--- src/hdl/base64_stream_decoder_top_defines.svh ---
// Assertion macros used by the base64 stream decoder core.
`ifndef BASE64_STREAM_DECODER_TOP_DEFINES_SVH
`define BASE64_STREAM_DECODER_TOP_DEFINES_SVH

// Check a condition on every clock edge outside reset.
`define B64D_ASSERT_ALWAYS(label, clk, rst_n, expr, msg) \
  label: assert property (@(posedge clk) disable iff (!rst_n) (expr)) \
    else $error(msg);

// Check that a consequent holds in the same cycle as its antecedent.
`define B64D_ASSERT_SAME(label, clk, rst_n, ante, cons, msg) \
  label: assert property (@(posedge clk) disable iff (!rst_n) (ante) |-> (cons)) \
    else $error(msg);

// Check that a consequent holds in the cycle after its antecedent.
`define B64D_ASSERT_NEXT(label, clk, rst_n, ante, cons, msg) \
  label: assert property (@(posedge clk) disable iff (!rst_n) (ante) |=> (cons)) \
    else $error(msg);

`endif

--- src/hdl/b64d_pkg.sv ---
// Types, constants and the sextet lookup for the base64 stream decoder.
`default_nettype none
package b64d_pkg;

  localparam int unsigned CntW = 13;
  localparam logic [CntW-1:0] MaxTotal = 13'd4096;
  localparam logic [CntW-1:0] LimitReset = 13'd64;

  localparam logic [1:0] MODE_STD    = 2'd0;
  localparam logic [1:0] MODE_URL    = 2'd1;
  localparam logic [1:0] MODE_STRICT = 2'd2;

  localparam logic [1:0] CFG_MODE  = 2'd0;
  localparam logic [1:0] CFG_LIMIT = 2'd1;

  localparam logic [7:0] CH_EQ     = 8'h3D;
  localparam logic [7:0] CH_SPACE  = 8'h20;
  localparam logic [7:0] CH_PLUS   = 8'h2B;
  localparam logic [7:0] CH_SLASH  = 8'h2F;
  localparam logic [7:0] CH_DASH   = 8'h2D;
  localparam logic [7:0] CH_USCORE = 8'h5F;

  typedef enum logic [1:0] {
    ST_OK       = 2'd0,
    ST_BAD_CHAR = 2'd1,
    ST_BAD_LEN  = 2'd2,
    ST_BAD_TAIL = 2'd3
  } status_t;

  typedef struct packed {
    logic [1:0]      mode;
    logic [CntW-1:0] limit;
  } cfg_t;

  typedef struct packed {
    logic [7:0] char_code;
    logic       is_last;
  } item_t;

  typedef struct packed {
    logic [7:0]      out_byte;
    logic            byte_valid;
    logic            done_res;
    status_t         status;
    logic [CntW-1:0] byte_total;
  } res_t;

  // Map a character to {good, 6-bit value}; both alphabets give 62 and 63.
  function automatic logic [6:0] sextet_of(input logic [7:0] c);
    logic [6:0] r;
    r = 7'd0;
    if (c >= 8'h41 && c <= 8'h5A) begin
      r = {1'b1, 6'(c - 8'h41)};
    end else if (c >= 8'h61 && c <= 8'h7A) begin
      r = {1'b1, 6'(c - 8'h61 + 8'd26)};
    end else if (c >= 8'h30 && c <= 8'h39) begin
      r = {1'b1, 6'(c - 8'h30 + 8'd52)};
    end else if (c == CH_PLUS || c == CH_DASH) begin
      r = {1'b1, 6'd62};
    end else if (c == CH_SLASH || c == CH_USCORE) begin
      r = {1'b1, 6'd63};
    end
    return r;
  endfunction

endpackage
`default_nettype wire

--- src/hdl/b64d_cfg.sv ---
// Configuration registers of the base64 stream decoder, with limit clamp.
`default_nettype none
module b64d_cfg (
  input  wire logic                  clk,
  input  wire logic                  rst_n,
  input  wire logic                  cfg_valid,
  input  wire logic [1:0]            cfg_index,
  input  wire logic [12:0]           cfg_data,
  output      b64d_pkg::cfg_t        cfg
);
  import b64d_pkg::*;

  logic [1:0]      mode_r,  mode_nxt;
  logic [CntW-1:0] limit_r, limit_nxt;

  always_comb begin
    mode_nxt  = mode_r;
    limit_nxt = limit_r;
    if (cfg_valid) begin
      case (cfg_index)
        CFG_MODE:  mode_nxt  = cfg_data[1:0];
        CFG_LIMIT: limit_nxt = cfg_data;
        default:   ;
      endcase
    end
  end

  always_ff @(posedge clk) begin
    if (!rst_n) begin
      mode_r  <= MODE_STD;
      limit_r <= LimitReset;
    end else begin
      mode_r  <= mode_nxt;
      limit_r <= limit_nxt;
    end
  end

  // clamp the limit to the largest message total
  assign cfg.mode  = mode_r;
  assign cfg.limit = (limit_r > MaxTotal) ? MaxTotal : limit_r;

endmodule
`default_nettype wire

--- src/hdl/b64d_core.sv ---
// Per-character decode step and message state of the base64 stream decoder.
`default_nettype none
`include "base64_stream_decoder_top_defines.svh"
module b64d_core (
  input  wire logic             clk,
  input  wire logic             rst_n,
  input  wire logic             step_en,
  input  wire b64d_pkg::item_t  item,
  input  wire b64d_pkg::cfg_t   cfg,
  output      logic             res_valid,
  output      b64d_pkg::res_t   res
);
  import b64d_pkg::*;

  logic [13:0]     acc_r,  acc_nxt;
  logic [3:0]      pend_r, pend_nxt;
  logic            pad_r,  pad_nxt;
  status_t         err_r,  err_nxt;
  logic [1:0]      cmod_r, cmod_nxt;
  logic [CntW-1:0] cnt_r,  cnt_nxt;

  logic       strict, skip_ws, good, use_ch, have_byte;
  logic [5:0] val;
  logic [7:0] c, dbyte;
  logic [13:0] acc_sh;

  assign c       = item.char_code;
  assign strict  = (cfg.mode == MODE_STRICT);
  assign skip_ws = (cfg.mode == MODE_STD);
  assign {good, val} = sextet_of(c);
  assign acc_sh  = {acc_r[7:0], val};

  always_comb begin
    acc_nxt   = acc_r;
    pend_nxt  = pend_r;
    pad_nxt   = pad_r;
    err_nxt   = err_r;
    cmod_nxt  = cmod_r + 2'd1;
    cnt_nxt   = cnt_r;
    use_ch    = 1'b1;
    have_byte = 1'b0;
    dbyte     = 8'd0;

    if (err_r != ST_OK) begin
      use_ch = 1'b0;
    end else if (strict) begin
      if (c == CH_PLUS || c == CH_SLASH || c == CH_EQ || !good) begin
        err_nxt = ST_BAD_CHAR;
        use_ch  = 1'b0;
      end
    end else begin
      if (pad_r) begin
        use_ch = 1'b0;
      end else if (c == CH_EQ) begin
        pad_nxt = 1'b1;
        use_ch  = 1'b0;
      end else if (skip_ws && c <= CH_SPACE) begin
        use_ch = 1'b0;
      end else if (!good) begin
        err_nxt = ST_BAD_CHAR;
        use_ch  = 1'b0;
      end
    end

    if (use_ch) begin
      acc_nxt = acc_sh;
      // held bits decide where the completed byte sits
      case (pend_r)
        4'd6: begin
          dbyte    = acc_sh[11:4];
          pend_nxt = 4'd4;
        end
        4'd4: begin
          dbyte    = acc_sh[9:2];
          pend_nxt = 4'd2;
        end
        4'd2: begin
          dbyte    = acc_sh[7:0];
          pend_nxt = 4'd0;
        end
        default: begin
          pend_nxt = 4'd6;
        end
      endcase
      if (pend_r != 4'd0 && cnt_r < cfg.limit) begin
        have_byte = 1'b1;
        cnt_nxt   = cnt_r + 13'd1;
      end
    end

    if (item.is_last && strict && err_nxt == ST_OK) begin
      if (cmod_nxt == 2'd1) begin
        err_nxt = ST_BAD_LEN;
      end else if (cmod_nxt == 2'd2 && val[3:0] != 4'd0) begin
        err_nxt = ST_BAD_TAIL;
      end else if (cmod_nxt == 2'd3 && val[1:0] != 2'd0) begin
        err_nxt = ST_BAD_TAIL;
      end
    end

    res = '0;
    if (!item.is_last) begin
      res_valid      = have_byte;
      res.out_byte   = have_byte ? dbyte : 8'd0;
      res.byte_valid = have_byte;
    end else begin
      res_valid      = 1'b1;
      res.byte_valid = have_byte && (err_nxt == ST_OK);
      res.out_byte   = res.byte_valid ? dbyte : 8'd0;
      res.done_res   = 1'b1;
      res.status     = err_nxt;
      res.byte_total = (err_nxt == ST_OK) ? cnt_nxt : '0;
    end
  end

  always_ff @(posedge clk) begin
    if (!rst_n) begin
      acc_r  <= '0;
      pend_r <= '0;
      pad_r  <= 1'b0;
      err_r  <= ST_OK;
      cmod_r <= '0;
      cnt_r  <= '0;
    end else if (step_en) begin
      if (item.is_last) begin
        // clear message state for the next message
        acc_r  <= '0;
        pend_r <= '0;
        pad_r  <= 1'b0;
        err_r  <= ST_OK;
        cmod_r <= '0;
        cnt_r  <= '0;
      end else begin
        acc_r  <= acc_nxt;
        pend_r <= pend_nxt;
        pad_r  <= pad_nxt;
        err_r  <= err_nxt;
        cmod_r <= cmod_nxt;
        cnt_r  <= cnt_nxt;
      end
    end
  end

  `B64D_ASSERT_ALWAYS(a_pend_even, clk, rst_n, (pend_r[0] == 1'b0 && pend_r <= 4'd6), "pending bit count out of range")
  `B64D_ASSERT_ALWAYS(a_cnt_max, clk, rst_n, (cnt_r <= MaxTotal), "byte count above maximum")
  `B64D_ASSERT_SAME(a_no_byte_err, clk, rst_n, (step_en && err_r != ST_OK), (!res.byte_valid), "byte after error")
  `B64D_ASSERT_NEXT(a_clear_end, clk, rst_n, (step_en && item.is_last), (cnt_r == '0 && err_r == ST_OK && pend_r == 4'd0), "message state not cleared")

endmodule
`default_nettype wire

--- src/hdl/base64_stream_decoder_top.sv ---
// Top level of the base64 stream decoder: input stage, result stage, wiring.
//
//  channel  direction  handshake               payload
//  in_      sink       in_valid / in_stall     in_char_code, in_is_last
//  out_     source     out_valid / out_stall   out_byte, out_byte_valid, out_done_res,
//                                              out_status, out_byte_total
//  cfg_     sink       cfg_valid / cfg_ready   cfg_index, cfg_data
//
// One character is taken per cycle unless stalled; the input register holds it, and its
// result, if it has one, is registered in the result register that drives out_valid.
// The decode step (table lookup, 6-bit shift, byte select) sits between the input
// register and the result register and sets the single-cycle rate.
// Reset is synchronous, active low; it clears the message state and the stage valids
// and loads the mode register with 0 and the limit register with 64.
// A result-side stall with a result held holds the result and input registers; the
// input side stalls only when its register holds a character that cannot advance.
// Characters that produce no result still pass through the decode step and update state.
`default_nettype none
module base64_stream_decoder_top (
  input  wire logic        clk,
  input  wire logic        rst_n,
  input  wire logic        in_valid,
  output      logic        in_stall,
  input  wire logic [7:0]  in_char_code,
  input  wire logic        in_is_last,
  output      logic        out_valid,
  input  wire logic        out_stall,
  output      logic [7:0]  out_byte,
  output      logic        out_byte_valid,
  output      logic        out_done_res,
  output      logic [1:0]  out_status,
  output      logic [12:0] out_byte_total,
  input  wire logic        cfg_valid,
  output      logic        cfg_ready,
  input  wire logic [1:0]  cfg_index,
  input  wire logic [12:0] cfg_data
);
  import b64d_pkg::*;

  cfg_t  cfg;
  item_t s1_item_r;
  logic  s1_vld_r, s1_vld_nxt;
  logic  s1_adv, in_xfer;
  logic  res_valid;
  res_t  res;
  logic  ov_r, ov_nxt;
  res_t  ores_r;

  // configuration writes are always taken
  assign cfg_ready = 1'b1;

  b64d_cfg u_cfg (
    .clk       (clk),
    .rst_n     (rst_n),
    .cfg_valid (cfg_valid),
    .cfg_index (cfg_index),
    .cfg_data  (cfg_data),
    .cfg       (cfg)
  );

  // advance the held character when the result register is free or draining
  assign s1_adv   = s1_vld_r && (!ov_r || !out_stall);
  assign in_stall = s1_vld_r && !s1_adv;
  assign in_xfer  = in_valid && !in_stall;

  always_comb begin
    s1_vld_nxt = s1_vld_r;
    if (in_xfer) begin
      s1_vld_nxt = 1'b1;
    end else if (s1_adv) begin
      s1_vld_nxt = 1'b0;
    end
  end

  always_ff @(posedge clk) begin
    if (!rst_n) begin
      s1_vld_r <= 1'b0;
    end else begin
      s1_vld_r <= s1_vld_nxt;
    end
  end

  always_ff @(posedge clk) begin
    if (in_xfer) begin
      s1_item_r.char_code <= in_char_code;
      s1_item_r.is_last   <= in_is_last;
    end
  end

  b64d_core u_core (
    .clk       (clk),
    .rst_n     (rst_n),
    .step_en   (s1_adv),
    .item      (s1_item_r),
    .cfg       (cfg),
    .res_valid (res_valid),
    .res       (res)
  );

  // load a new result on advance, drop the old one once transferred
  always_comb begin
    ov_nxt = ov_r;
    if (s1_adv) begin
      ov_nxt = res_valid;
    end else if (ov_r && !out_stall) begin
      ov_nxt = 1'b0;
    end
  end

  always_ff @(posedge clk) begin
    if (!rst_n) begin
      ov_r <= 1'b0;
    end else begin
      ov_r <= ov_nxt;
    end
  end

  always_ff @(posedge clk) begin
    if (s1_adv) begin
      ores_r <= res;
    end
  end

  assign out_valid      = ov_r;
  assign out_byte       = ores_r.out_byte;
  assign out_byte_valid = ores_r.byte_valid;
  assign out_done_res   = ores_r.done_res;
  assign out_status     = ores_r.status;
  assign out_byte_total = ores_r.byte_total;

endmodule
`default_nettype wire

--- config.mk ---
export PLATFORM = sky130hd
export DESIGN_NAME = base64_stream_decoder_top
export DESIGN_NICKNAME = d
export VERILOG_FILES = /design/src/hdl/b64d_pkg.sv /design/src/hdl/b64d_cfg.sv /design/src/hdl/b64d_core.sv /design/src/hdl/base64_stream_decoder_top.sv
export VERILOG_INCLUDE_DIRS = /design/src /design/src/hdl
export SDC_FILE = /design/constraint.sdc
export NUM_CORES = 1
export LEC_CHECK = 0
export ABC_AREA = 1
export BUFFER_PORTS_ARGS = -buffer_cell sky130_fd_sc_hd__buf_4
export CORE_ASPECT_RATIO = 1.75
export CORE_MARGIN = 2
export CORE_UTILIZATION = 50
export CTS_CLUSTER_SIZE = 28
export DETAILED_ROUTE_END_ITERATION = 16
export HOLD_SLACK_MARGIN = 0.15
export PLACE_DENSITY = 0.7
export SETUP_SLACK_MARGIN = 0.4
export SLEW_MARGIN = 20
export SYNTH_ARGS = -nofsm -noshare
export SYNTH_HDL_FRONTEND = slang
export SYNTH_SLANG_ARGS = --single-unit
--- constraint.sdc ---
create_clock -name clk -period 3.1 [get_ports clk]
set_input_delay 0.62 -clock clk [delete_from_list [all_inputs] [get_ports clk]]
set_output_delay 0.62 -clock clk [all_outputs]
set_load 0.02 [all_outputs]
**Yosys cells after proc, flatten, opt, wreduce, memory -nomap -nowiden**

Cells that the tools add are included.

- Reduce and logical (&&, ||, !) cells: 41
- Equality and inequality tests: 15
- $add $sub $neg: 7
- $lt $le $gt $ge: 9
- Mux-type cells: 53

Operators with widths:

| kind | count |
|---|---|
| 13-bit two-way mux | 5 |
| 7-bit two-way mux | 5 |
| 8-bit by 6-bit == test with 1-bit output (second input constant) | 4 |
| 2-bit two-way mux | 13 |
| 8-bit two-way mux | 3 |
| 8-bit case mux with 3 select lines | 1 |
| 1-bit two-way mux | 19 |
| 8-bit by 7-bit greater-or-equal comparator with 1-bit output (second input constant) | 2 |
| 8-bit by 6-bit <= comparator with 1-bit output (second input constant) | 2 |
| 8-bit by 7-bit <= comparator with 1-bit output (second input constant) | 2 |
| 16-bit two-way mux | 1 |
| 1-bit logical AND | 14 |
| 13-bit by 1-bit adder with 13-bit output (second input constant) | 1 |
| 13-bit greater-than comparator (second input constant) | 1 |
| 13-bit < comparator | 1 |
| 6-bit two-way mux | 2 |
| 6-bit subtractor (second input constant) | 2 |
| 2-bit nonzero test | 5 |
| 9-bit two-way mux | 1 |
| 3-bit case mux with 3 select lines | 1 |
| 4-bit by 3-bit == test with 1-bit output (second input constant) | 2 |
| 8-bit by 7-bit == test with 1-bit output (second input constant) | 1 |
| 8-bit by 6-bit greater-or-equal comparator with 1-bit output (second input constant) | 1 |
| 2-bit logical NOT | 4 |
| 14 further kinds | 32 |

- Bits of input ports: 29
- Logic and storage cells: 142
- Flip-flop bits (word level): 79
- Output and inout port bits: 28

**Longest topological paths before layout**

Gate-level depths: netlist of run 1.

- Word-level depth: 21
- Mapped depth: 20
- Mapped depth without buffers: 20

**Cells and area by module**

A second synthesis of run 1 with hierarchy kept.

- Cells, all modules: 673
- Area total of the unflattened synthesis: 4929.7 um^2

Modules (own cells, without submodules):

| module | instances | cells an instance | sequential area each (um^2) | area an instance (um^2) |
|---|---|---|---|---|
| b64d_core | 1 | 528 | 520.5 | 3086.7 |
| base64_stream_decoder_top | 1 | 50 | 1061.0 | 1131.1 |
| b64d_cfg | 1 | 95 | 300.3 | 711.9 |

**Worst setup path after synthesis of run 1**

No wires, ideal clock.

- Kind: input-to-reg
- Start: input out_stall
- End: register u_core.acc_r[1]
- Stages: 9
- Setup slack: 0.204 ns
- Arrival: 2.825 ns
- Path buffers: 0
- Library setup time: 0.070 ns
- Data required time: 3.030 ns
- Cells stage by stage: nand2_1 -> inv_1 -> nor2_2 -> clkinv_1 -> nor2_2 -> inv_1 -> nor2_2 -> nand3_1 -> a21oi_1

- Cells in the longest elaborated chain, start to end: 4

RTL lines:

| what | line | source |
|---|---|---|
| start: declaration | base64_stream_decoder_top.sv:27 | `input wire logic out_stall,` |
| 1-bit logical NOT | base64_stream_decoder_top.sv:62 | `assign s1_adv = s1_vld_r && (!ov_r \|\| !out_stall);` |
| 1-bit logical OR | base64_stream_decoder_top.sv:62 |  |
| 1-bit logical AND | base64_stream_decoder_top.sv:62 |  |
| net s1_adv | base64_stream_decoder_top.sv:43 | `logic s1_adv, in_xfer;` |
| 2-bit AND reduction (no source line) | n/a |  |
| end signal: assignment | b64d_core.sv:134 | `acc_r <= acc_nxt;` |
| end: declaration | b64d_core.sv:15 | `logic [13:0] acc_r, acc_nxt;` |

The timed path passes the listed nets, and every way through them passes these cells.
A chain may end at the register's enable or synchronous reset.

==> results of run 1 <==
critical path: cells and delay by family (launching register included):
kind                     cells  cell delay [ns]
AND/OR/NAND/NOR             12             1.38
adder cells (fa/ha/maj)      1             0.30
AO/OA/AOI/OAI                1             0.21
buffers and inverters        3             0.32
flip-flops                   1             0.33
cells by family after synthesis:
logic type	count (synthesis)
and+or+nand+nor	365
buffers and inverters	98
AOI/OAI and AO/OA	84
DFF	77
adders and majority gates	28
xor gates and xnor gates	15
other	1
worst max path at each step:
stage          slack (ns)                 end               from  depth (start not counted)
2_1_floorplan        0.59  out_byte_total[12]  u_cfg.limit_r[11]                         18
3_3_place_gp         0.23   out_byte_total[2]       s1_item_r[1]                         17
3_5_place_dp         0.22   out_byte_total[1]       s1_item_r[1]                         17
4_1_cts              0.44         out_byte[1]       s1_item_r[4]                         14
5_1_grt              0.28         out_byte[4]   u_cfg.limit_r[5]                         17
6_report             0.42         out_byte[4]   u_cfg.limit_r[5]                         17
registers in the layout, summed over array words and instances, names as in the netlist, 2 cells and up:
| signal | cells |
|---|---|
| out_byte | 8 |
| out_byte_total | 13 |
| out_status | 2 |
| s1_item_r | 9 |
| u_cfg.limit_r | 13 |
| u_cfg.mode_r | 2 |
| u_core.acc_r | 6 |
| u_core.cmod_r | 2 |
| u_core.cnt_r | 13 |
| u_core.err_r | 2 |
| u_core.pend_r | 2 |
metal layers:
layer  vias up  part of all wire  track usage  wire, microns
li1       2339                 -            -              -
met1      2118              0.40       0.2732           4977
met2       151              0.53       0.4021           6564
met3        31             0.042      0.05246            528
met4         0             0.032       0.1015            394
met5         -                 0            0              0
power by group through the flow:
stage / clock network, mW / logic, mW / registers [mW]
2_1_floorplan: 0 / 0.293 / 1.17
3_3_place_gp: 0 / 0.428 / 1.16
3_5_place_dp: 0 / 0.434 / 1.16
4_1_cts: 1.14 / 0.446 / 1.14
5_1_grt: 1.19 / 0.571 / 1.14
6_report: 1.12 / 0.516 / 1.14
cells in the final DEF, fill, tap and decap left out, drive strengths merged, types with 3 or more instances in the layout:
cell	netlist	final
a21oi	40	40
nor2	63	63
xor2	14	14
nand4	20	20
o221ai	3	3
buf	10	79
edfxtp	34	34
nand2	205	206
nor3	22	22
clkinv	3	5
inv	74	75
dfxtp	43	43
ha	28	28
nor4	3	3
o21ai	37	37
nand3	50	52
clkbuf	11	9
cell usage after synthesis (13+ instances only):
cell type | n | area share
xor2_1 | 14 | 0.025
a21oi_1 | 38 | 0.038
nand3_1 | 44 | 0.044
dfxtp_1 | 43 | 0.17
inv_1 | 67 | 0.051
nand2_1 | 188 | 0.14
nor2_1 | 56 | 0.042
nand4_1 | 20 | 0.025
o21ai_0 | 30 | 0.030
ha_1 | 28 | 0.071
edfxtp_1 | 34 | 0.21
nand2_2 | 13 | 0.016
cell type report:
class / count / area share
multi-input combinational: 496 / 0.4720
clock buffer: 9 / 0.03647
tap: 125 / 0.02532
inverter: 77 / 0.04842
clock inverter: 7 / 0.01459
sequential: 77 / 0.3047
timing repair buffer: 79 / 0.09846
repair_timing:
| item | in CTS | in global routing |
|---|---|---|
| buffers inserted | 3 | 11 |
| gates cloned | 0 | 4 |
| endpoints found under the hold margin | 0 | 0 |
| gates resized for setup | 2 | 58 |
| setup endpoints to repair | 31 | 47 |
| pin swaps | 0 | 13 |
==> results.md, run 1 <==
* Post-placement setup slack at 0.2230 ns
* Largest family of logic cells by synthesized area: simple AND/OR/NAND/NOR gates
* Mapped Cells at 668
* Worst vdd ir at 0.3449 mV
* Post-DP HPWL at 8839 microns
* HP Start: in_char_code[1]
* Psw at 784.7 uW
* Min Hold Slack at 0.4535 ns
* CP required at 3.29 ns
* Final min period at 2.680 ns
* DRT iter0 DRCs at 398
* Syn Nets at 725
* Sw frac at 0.2825
* Final Power at 2.778 mW
* Clock slew at reported path FFs at 0.06 ns
* H-tree depth at 3
* Clk buf depth at 2
* Crit Path Category: reg -> reg
* Syn Area/Cell at 7.432 sq um
* Slowest cell on the critical path: dfxtp_1
* Worst reg2reg path endpoint: out_byte[4]
* Synth Cell Area at 4965 sq um
* Wirelength per Cell at 14.33 microns
* Slew Viols, Final at 0
* Drt total wl at 12460 microns
* CTS Sinks at 77
* Placed cell count at 836
* Yosys warns at 0
* Simple logic cell fraction of the synthesized area at 0.3425
* IO Count at 57
* Seq/Total Area, Yosys at 0.3790
* Port Buf Inserts at 55
* Main synth FF type: dfxtp_1
* Die area at 10770 sq um
* DRT Pass-1 Iters at 5
* RR Startpoint: u_cfg.limit_r[5]
* Clock skew at 0.007282 ns
* Static leakage at 2.638 nW
* Final clock period utilization by the worst path at 0.8645
* DRT antenna net count at 0
* Row cnt at 48
* Vias in the first global route at 4304
* Largest net degree at the start of global routing at 28
* Worst Tran Pin Value at 0.8305 ns
* Post-route DRC at 0
* Clock share of power at 0.405
* Pwr Density at 449.7 nW/um^2
* Core area at 9789 sq um
* Global-route wire length before repair at 19870 microns
* Maxcap violations at 0
* Share of power burned in registers at 0.409
* Die X-Extent at 79.33 microns
* Multi-input logic area at 2915 sq um
* Final core utilization at 0.6309
* Slew HR at 0.4429
* Antenna violations before repair at 0
* EDFF count, synth at 34
* CP Capture Type: flip-flop
* Asr flop ratio synth at 0
* Status: complete, no violations
* Sequential Area at 1882 sq um
* Crit path DAT at 2.87 ns
* DIE HEIGHT at 135.8 microns
* Post-synthesis mux area share at 0
* Critical-path cell list: nor2_1 -> nand2_1 -> nor2_1 -> nand3_2 -> nand2_4 -> nand2_1 -> ha_1 -> nand2_1 -> inv_1 -> nand3_1 -> inv_1 -> a21oi_4 -> nand3_2 -> buf_4 -> nor2_4 -> nand3_2 -> nor2_1
* Max Freq at 373.1 MHz
* Logic pwr share at 0.186
* Design area at 6176 sq um
* HP Class: in -> reg
* Hold Path End: s1_item_r[2]
* Clock Root Buffer: clkbuf_16
* Share of layout cells above drive strength 1 at 0.2483
* Crit-path max cell delay at 0.33 ns
* Critical-path maximum fanout at 5
* CTS tree: built
* Synth Area in XOR/XNOR at 0.02646
* Hold path depth at 1
* Routed vias/inst at 5.332
* Setup TNS at 0 ns
* Hold Vio Cnt, Final at 0
* Area after DPL at 5489 sq um
* Compound-cell area share of the yosys netlist at 0.09803
* Starting Density at 0.5072
* Reg2reg path depth at 17
* R2r setup slk at 0.42 ns
* Synth cell types at 41
* # fillers at 848
* Post-CTS Hold Buffers at 0
* Internal cell power at 1.993 mW
* Setup ws final at 0.4199 ns
* Fraction of the mapped netlist area in adder cells at 0.07056
* RSZ-0062 raised after global routing: yes
* NumNets Final at 797
* Setup crit start kind: flip-flop
* Antenna cells at 0
* Total GRT Usage at 0.2328
* Flops & latches, synth at 77
* Area grow syn2layout at 24.40%
* CTS Buf Count at 9
* Routability cong. at 0.8812
* Total grt overflow at 0
* Clk Latency, worst-skew pair at 0.34 ns
* # setup viols final at 0
* Vias at 4639
* Finished Layout Cells at 870
No activity file was read; power rests on OpenSTA's default activity.
==> run 2: changes to the inputs <==
- HOLD_SLACK_MARGIN: 0.15 -> not set
- clock period: 3.1 -> 2.9 ns (I/O delays scaled with it)
==> run 2 against run 1 <==
Sequential cell count unchanged; utilization increased by 5.1 points; total power increased by 3.7%; sequential share of layout area decreased by 2.1 points; clock power decreased by 9.8%.
==> results.md, run 2 (synthesis gave the netlist of run 1 again) <==
* DRT antenna net count at 0
* Final clock period utilization by the worst path at 0.9099
* # fillers at 775
* Total GRT Usage at 0.2457
* CTS tree: built
* Sequential Area at 1892 sq um
* Antenna violations before repair at 0
* Reg2reg path depth at 16
* Slew Viols, Final at 0
* Crit Path Category: reg -> reg
* Antenna cells at 0
* Status: complete, no violations
* Share of layout cells above drive strength 1 at 0.3575
* Die X-Extent at 79.33 microns
* Drt total wl at 13410 microns
* Stages on worst setup path at 16
* Pwr Density at 431.5 nW/um^2
* Routability cong. at 0.8968
* CP Capture Type: flip-flop
* Hold Vio Cnt, Final at 0
* Vias in the first global route at 4482
* CTS Buf Count at 9
* Clock skew at 0.005059 ns
* Critical Path Start: s1_item_r[3]
* HP Class: in -> reg
* Commonest non-fill, non-tap cell in the layout: nand2_1
* Post-DP HPWL at 8639 microns
* Clock slew at reported path FFs at 0.06 ns
* NumNets Final at 824
* Crit-path max cell delay at 0.47 ns
* DIE HEIGHT at 135.8 microns
* Finished Layout Cells at 897
* Row cnt at 48
* Critical-path cell list: inv_2 -> ha_4 -> nand2_2 -> nand2_2 -> nand2_2 -> nand2_4 -> nand3_4 -> nand2_2 -> nand3_2 -> nand2_2 -> nand2_4 -> o21ai_2 -> nand2_2 -> a21oi_4 -> nand3_4 -> nor2_2
* Clk buf depth at 2
* Starting Density at 0.5072
* Placed cell count at 838
* Crit path to: out_byte[0]
* Clk Latency, worst-skew pair at 0.34 ns
* Critical-path maximum fanout at 7
* Worst vdd ir at 0.3568 mV
* DRT Pass-1 Iters at 6
* Multi-input logic area at 3224 sq um
* Largest net degree at the start of global routing at 28
* Most frequent cells in the layout: nand2_1 (163), buf_4 (95), inv_1 (58)
* Clock Root Buffer: clkbuf_16
* Final min period at 2.639 ns
* Design area at 6676 sq um
* CTS Sinks at 77
* Post-route DRC at 0
* Maxcap violations at 0
* Worst reg2reg path endpoint: out_byte[0]
* Area grow syn2layout at 34.48%
* IO Count at 57
* H-tree depth at 3
* Slowest cell on the critical path: edfxtp_1
* DRT iter0 DRCs at 447
* Setup TNS at 0 ns
* Routed vias/inst at 5.445
* CP delay by family, top: simple AND/OR/NAND/NOR gates
* Min Hold Slack at 0.4148 ns
* Total grt overflow at 0
* RR Startpoint: s1_item_r[3]
* R2r setup slk at 0.26 ns
* Port Buf Inserts at 55
* Global-route wire length before repair at 20810 microns
* Area after DPL at 5504 sq um
* CP dominant cell by count: nand2_2
* CP required at 3.10 ns
* Die area at 10770 sq um
* Vias at 4884
* Setup ws final at 0.2614 ns
* Wirelength per Cell at 14.95 microns
* Slew HR at 0.6106
* Post-placement setup slack at 0.0002474 ns
* Final Power at 2.881 mW
* Static leakage at 2.809 nW
* Post-CTS Hold Buffers at 0
* Worst Tran Pin Value at 0.5840 ns
* Core area at 9789 sq um
* # setup viols final at 0
* Setup crit start kind: flip-flop
* RSZ-0062 raised after global routing: yes
* Buffers & Inverters on Critical Path at 1
* Max Freq at 379.0 MHz
* Crit path DAT at 2.84 ns
* Final core utilization at 0.6820
## run 2: how the worst min path moves through the flow
stage / cells after the start / end / slack [ns] / startpoint
2_1_floorplan: 2 / u_core.acc_r[4] / 0.44 / u_core.acc_r[4]
3_3_place_gp: 2 / u_core.acc_r[5] / 0.45 / u_core.acc_r[5]
3_5_place_dp: 2 / u_core.acc_r[4] / 0.46 / u_core.acc_r[4]
4_1_cts: 1 / s1_item_r[3] / 0.41 / in_char_code[2]
5_1_grt: 1 / s1_item_r[7] / 0.41 / in_char_code[6]
6_report: 1 / s1_item_r[2] / 0.41 / in_char_code[1]
## run 2: area by class of cell
| cell class | instances | share of cell area |
|---|---|---|
| clock buffer | 12 | 0.03542 |
| clock inverter | 4 | 0.003373 |
| sequential | 77 | 0.2834 |
| tap | 125 | 0.02343 |
| timing repair buffer | 106 | 0.1244 |
| inverter | 77 | 0.04704 |
| multi-input combinational | 496 | 0.4829 |
## run 2: metal layers
metal  up-vias  GRT usage  wire length (microns)
li1       2407          -                      -
met1      2211     0.2806                   5055
met2       215     0.4421                   7064
met3        51    0.02789                    643
met4         0     0.1284                    645
met5         -          0                      0
## run 2: power breakdown
part	internal, mW	leakage (nW)	switching (mW)
Clock	0.578	0.131	0.431
Combinational	0.257	2.01	0.397
Sequential	1.18	0.670	0.0371
## run 2: repair_timing
| action | 4_1_cts | 5_1_grt |
|---|---|---|
| gates resized for setup | 71 | 81 |
| cloned | 6 | 0 |
| endpoints found under the setup margin | 47 | 46 |
| buffers inserted | 20 | 17 |
| pin swaps | 30 | 56 |
==> run 3: changes to the inputs <==
- CTS_CLUSTER_DIAMETER: not set -> 200
- PLACE_DENSITY: 0.7 -> 0.73
- clock period: 2.9 -> 2.4 ns (I/O delays scaled with it)
==> run 3 against run 2 <==
The run now ends with setup timing left; sequential share of layout area fell by 1.4 points; sequential power up 20%; worst setup slack got worse by 0.62 ns; global-route usage grew 0.64 points; clock skew up 0.0036 ns; cell count grew 3.1%; routed wire length up 3.1%; critical endpoint is now out_byte_total[11]; largest power group unchanged.
==> results.md, run 3 (synthesis gave the netlist of run 1 again) <==
* Clk buf depth at 2
* Routed vias/inst at 5.469
* CP required at 2.51 ns
* Worst Tran Pin Value at 0.5137 ns
* Clk Latency, worst-skew pair at 0.35 ns
* Die area at 10770 sq um
* CP dominant cell by count: nand2_1
* Post-DP HPWL at 8995 microns
* HP Class: in -> reg
* Final min period at 2.761 ns
* Antenna violations before repair at 0
* # fillers at 713
* # setup viols final at 41
* CTS tree: built
* NumNets Final at 852
* Post-CTS Hold Buffers at 0
* Pwr Density at 510.8 nW/um^2
* DRT antenna net count at 0
* Die X-Extent at 79.33 microns
* Vias at 5059
* DIE HEIGHT at 135.8 microns
* Crit Path Category: reg -> reg
* Max Freq at 362.2 MHz
* Area after DPL at 5883 sq um
* Placed cell count at 869
* Status: finished with violations
* Wirelength per Cell at 14.94 microns
* Finished Layout Cells at 925
* RSZ-0062 raised after global routing: yes
* Slew HR at 0.6554
* Total grt overflow at 0
* Multi-input logic area at 3284 sq um
* Final clock period utilization by the worst path at 1.150
* Total GRT Usage at 0.2521
* DRT iter0 DRCs at 454
* Sequential Area at 1884 sq um
* Area grow syn2layout at 40.78%
* CTS Sinks at 77
* Row cnt at 48
* H-tree depth at 3
* Port Buf Inserts at 55
* Crit path DAT at 2.87 ns
* Clock slew at reported path FFs at 0.06 ns
* Commonest non-fill, non-tap cell in the layout: nand2_1
* Setup crit start kind: flip-flop
* Clock Root Buffer: clkbuf_16
* Antenna cells at 0
* CP Capture Type: flip-flop
* Slew Viols, Final at 0
* Starting Density at 0.5072
* Routability cong. at 0.8580
* Design area at 6989 sq um
* Share of layout cells above drive strength 1 at 0.4163
* Core area at 9789 sq um
* CTS Buf Count at 9
* Vias in the first global route at 4808
* Most frequent cells in the layout: nand2_1 (148), buf_4 (125), inv_1 (55)
* Crit-path max cell delay at 0.34 ns
* Post-route DRC at 0
* Static leakage at 2.937 nW
* Setup TNS at -9.335 ns
* IO Count at 57
* Clock skew at 0.008660 ns
* Worst vdd ir at 0.4269 mV
* Failing checks: setup timing
* Largest net degree at the start of global routing at 28
* Drt total wl at 13820 microns
* Setup ws final at -0.3611 ns
* Critical-path cell list: nor2_2 -> nand2_1 -> nor2_1 -> nand3_2 -> nand2_2 -> buf_6 -> nand2_1 -> ha_2 -> nand2_1 -> nor3_2 -> nand2_2 -> nand3_4 -> buf_16 -> nand2_1 -> nand2_1 -> nand2_1 -> nand2_1 -> nor3_2
* Global-route wire length before repair at 21570 microns
* Slowest cell on the critical path: ha_2
* Hold Vio Cnt, Final at 0
* DRT Pass-1 Iters at 6
* Maxcap violations at 0
* Critical-path maximum fanout at 6
## run 3: cell count changes in the layout (fill, tap and decap cells not counted), moves of 3 or more
cell,change
buf_4,+30
nand2_1,-15
nand2_2,+14
nand3_2,+7
dfxtp_1,+6
dfxtp_2,-6
nand3_1,-5
ha_2,+4
buf_6,-3
ha_1,-3
inv_1,-3
inv_2,+3
nand3_4,-3
## run 3: area by class of cell
cell class / count / share of cell area
Sequential cell: 77 / 0.2696
Multi-Input combinational cell: 495 / 0.4699
Clock inverter: 6 / 0.005729
Timing Repair Buffer: 135 / 0.1552
Tap cell: 125 / 0.02238
Clock buffer: 10 / 0.03276
Inverter: 77 / 0.04440
## run 3: power breakdown
group | internal [mW] | switching (mW) | leakage (nW)
combinational | 0.347 | 0.508 | 2.14
sequential | 1.43 | 0.0408 | 0.668
clock | 0.698 | 0.551 | 0.129
## run 3: path summary, 6_finish.rpt
kind                     from                  to  slack, ns  cells past startpoint
min           in_char_code[3]        s1_item_r[4]       0.30                      1
max reg2reg  u_cfg.limit_r[8]  out_byte_total[11]      -0.36                     18
min reg2reg   u_core.acc_r[5]     u_core.acc_r[5]       0.47                      2
max          u_cfg.limit_r[8]  out_byte_total[11]      -0.36                     18
## run 3: critical path, delay by kind of cell (launching register included)
family                   cells  cell delay, ns
AND/OR/NAND/NOR             15            1.59
adder cells (fa/ha/maj)      1            0.34
flip-flops                   1            0.32
buffers and inverters        2            0.25
## run 3: metrics by stage
step	power, mW	setup WS, ns	util	hold slack [ns]
after floorplan	1.936	0.1180	-	0.4396
after global placement	2.125	-0.1653	0.6010	0.4529
after detailed placement	2.143	-0.2333	0.6010	0.4620
after CTS	3.463	-0.1852	0.6782	0.3067
after global routing	3.706	-0.4669	0.7140	0.3062
final	3.570	-0.3611	0.7140	0.3028
## run 3: repair_timing
action	CTS	global route
gates resized for setup	57	78
setup buffers	30	7
pin swaps	42	41
cloned	3	0
setup endpoints to repair	48	48
endpoints found under the hold margin	0	0
## run 3: layer usage
metal | wire length, microns | global-route usage | vias to the layer above | part of all wire
met4 | 810 | 0.1494 | 0 | 0.059
met5 | 0 | 0 | - | 0
met1 | 5059 | 0.2797 | 2327 | 0.37
met3 | 587 | 0.03320 | 69 | 0.042
li1 | - | - | 2457 | -
met2 | 7361 | 0.4510 | 206 | 0.53
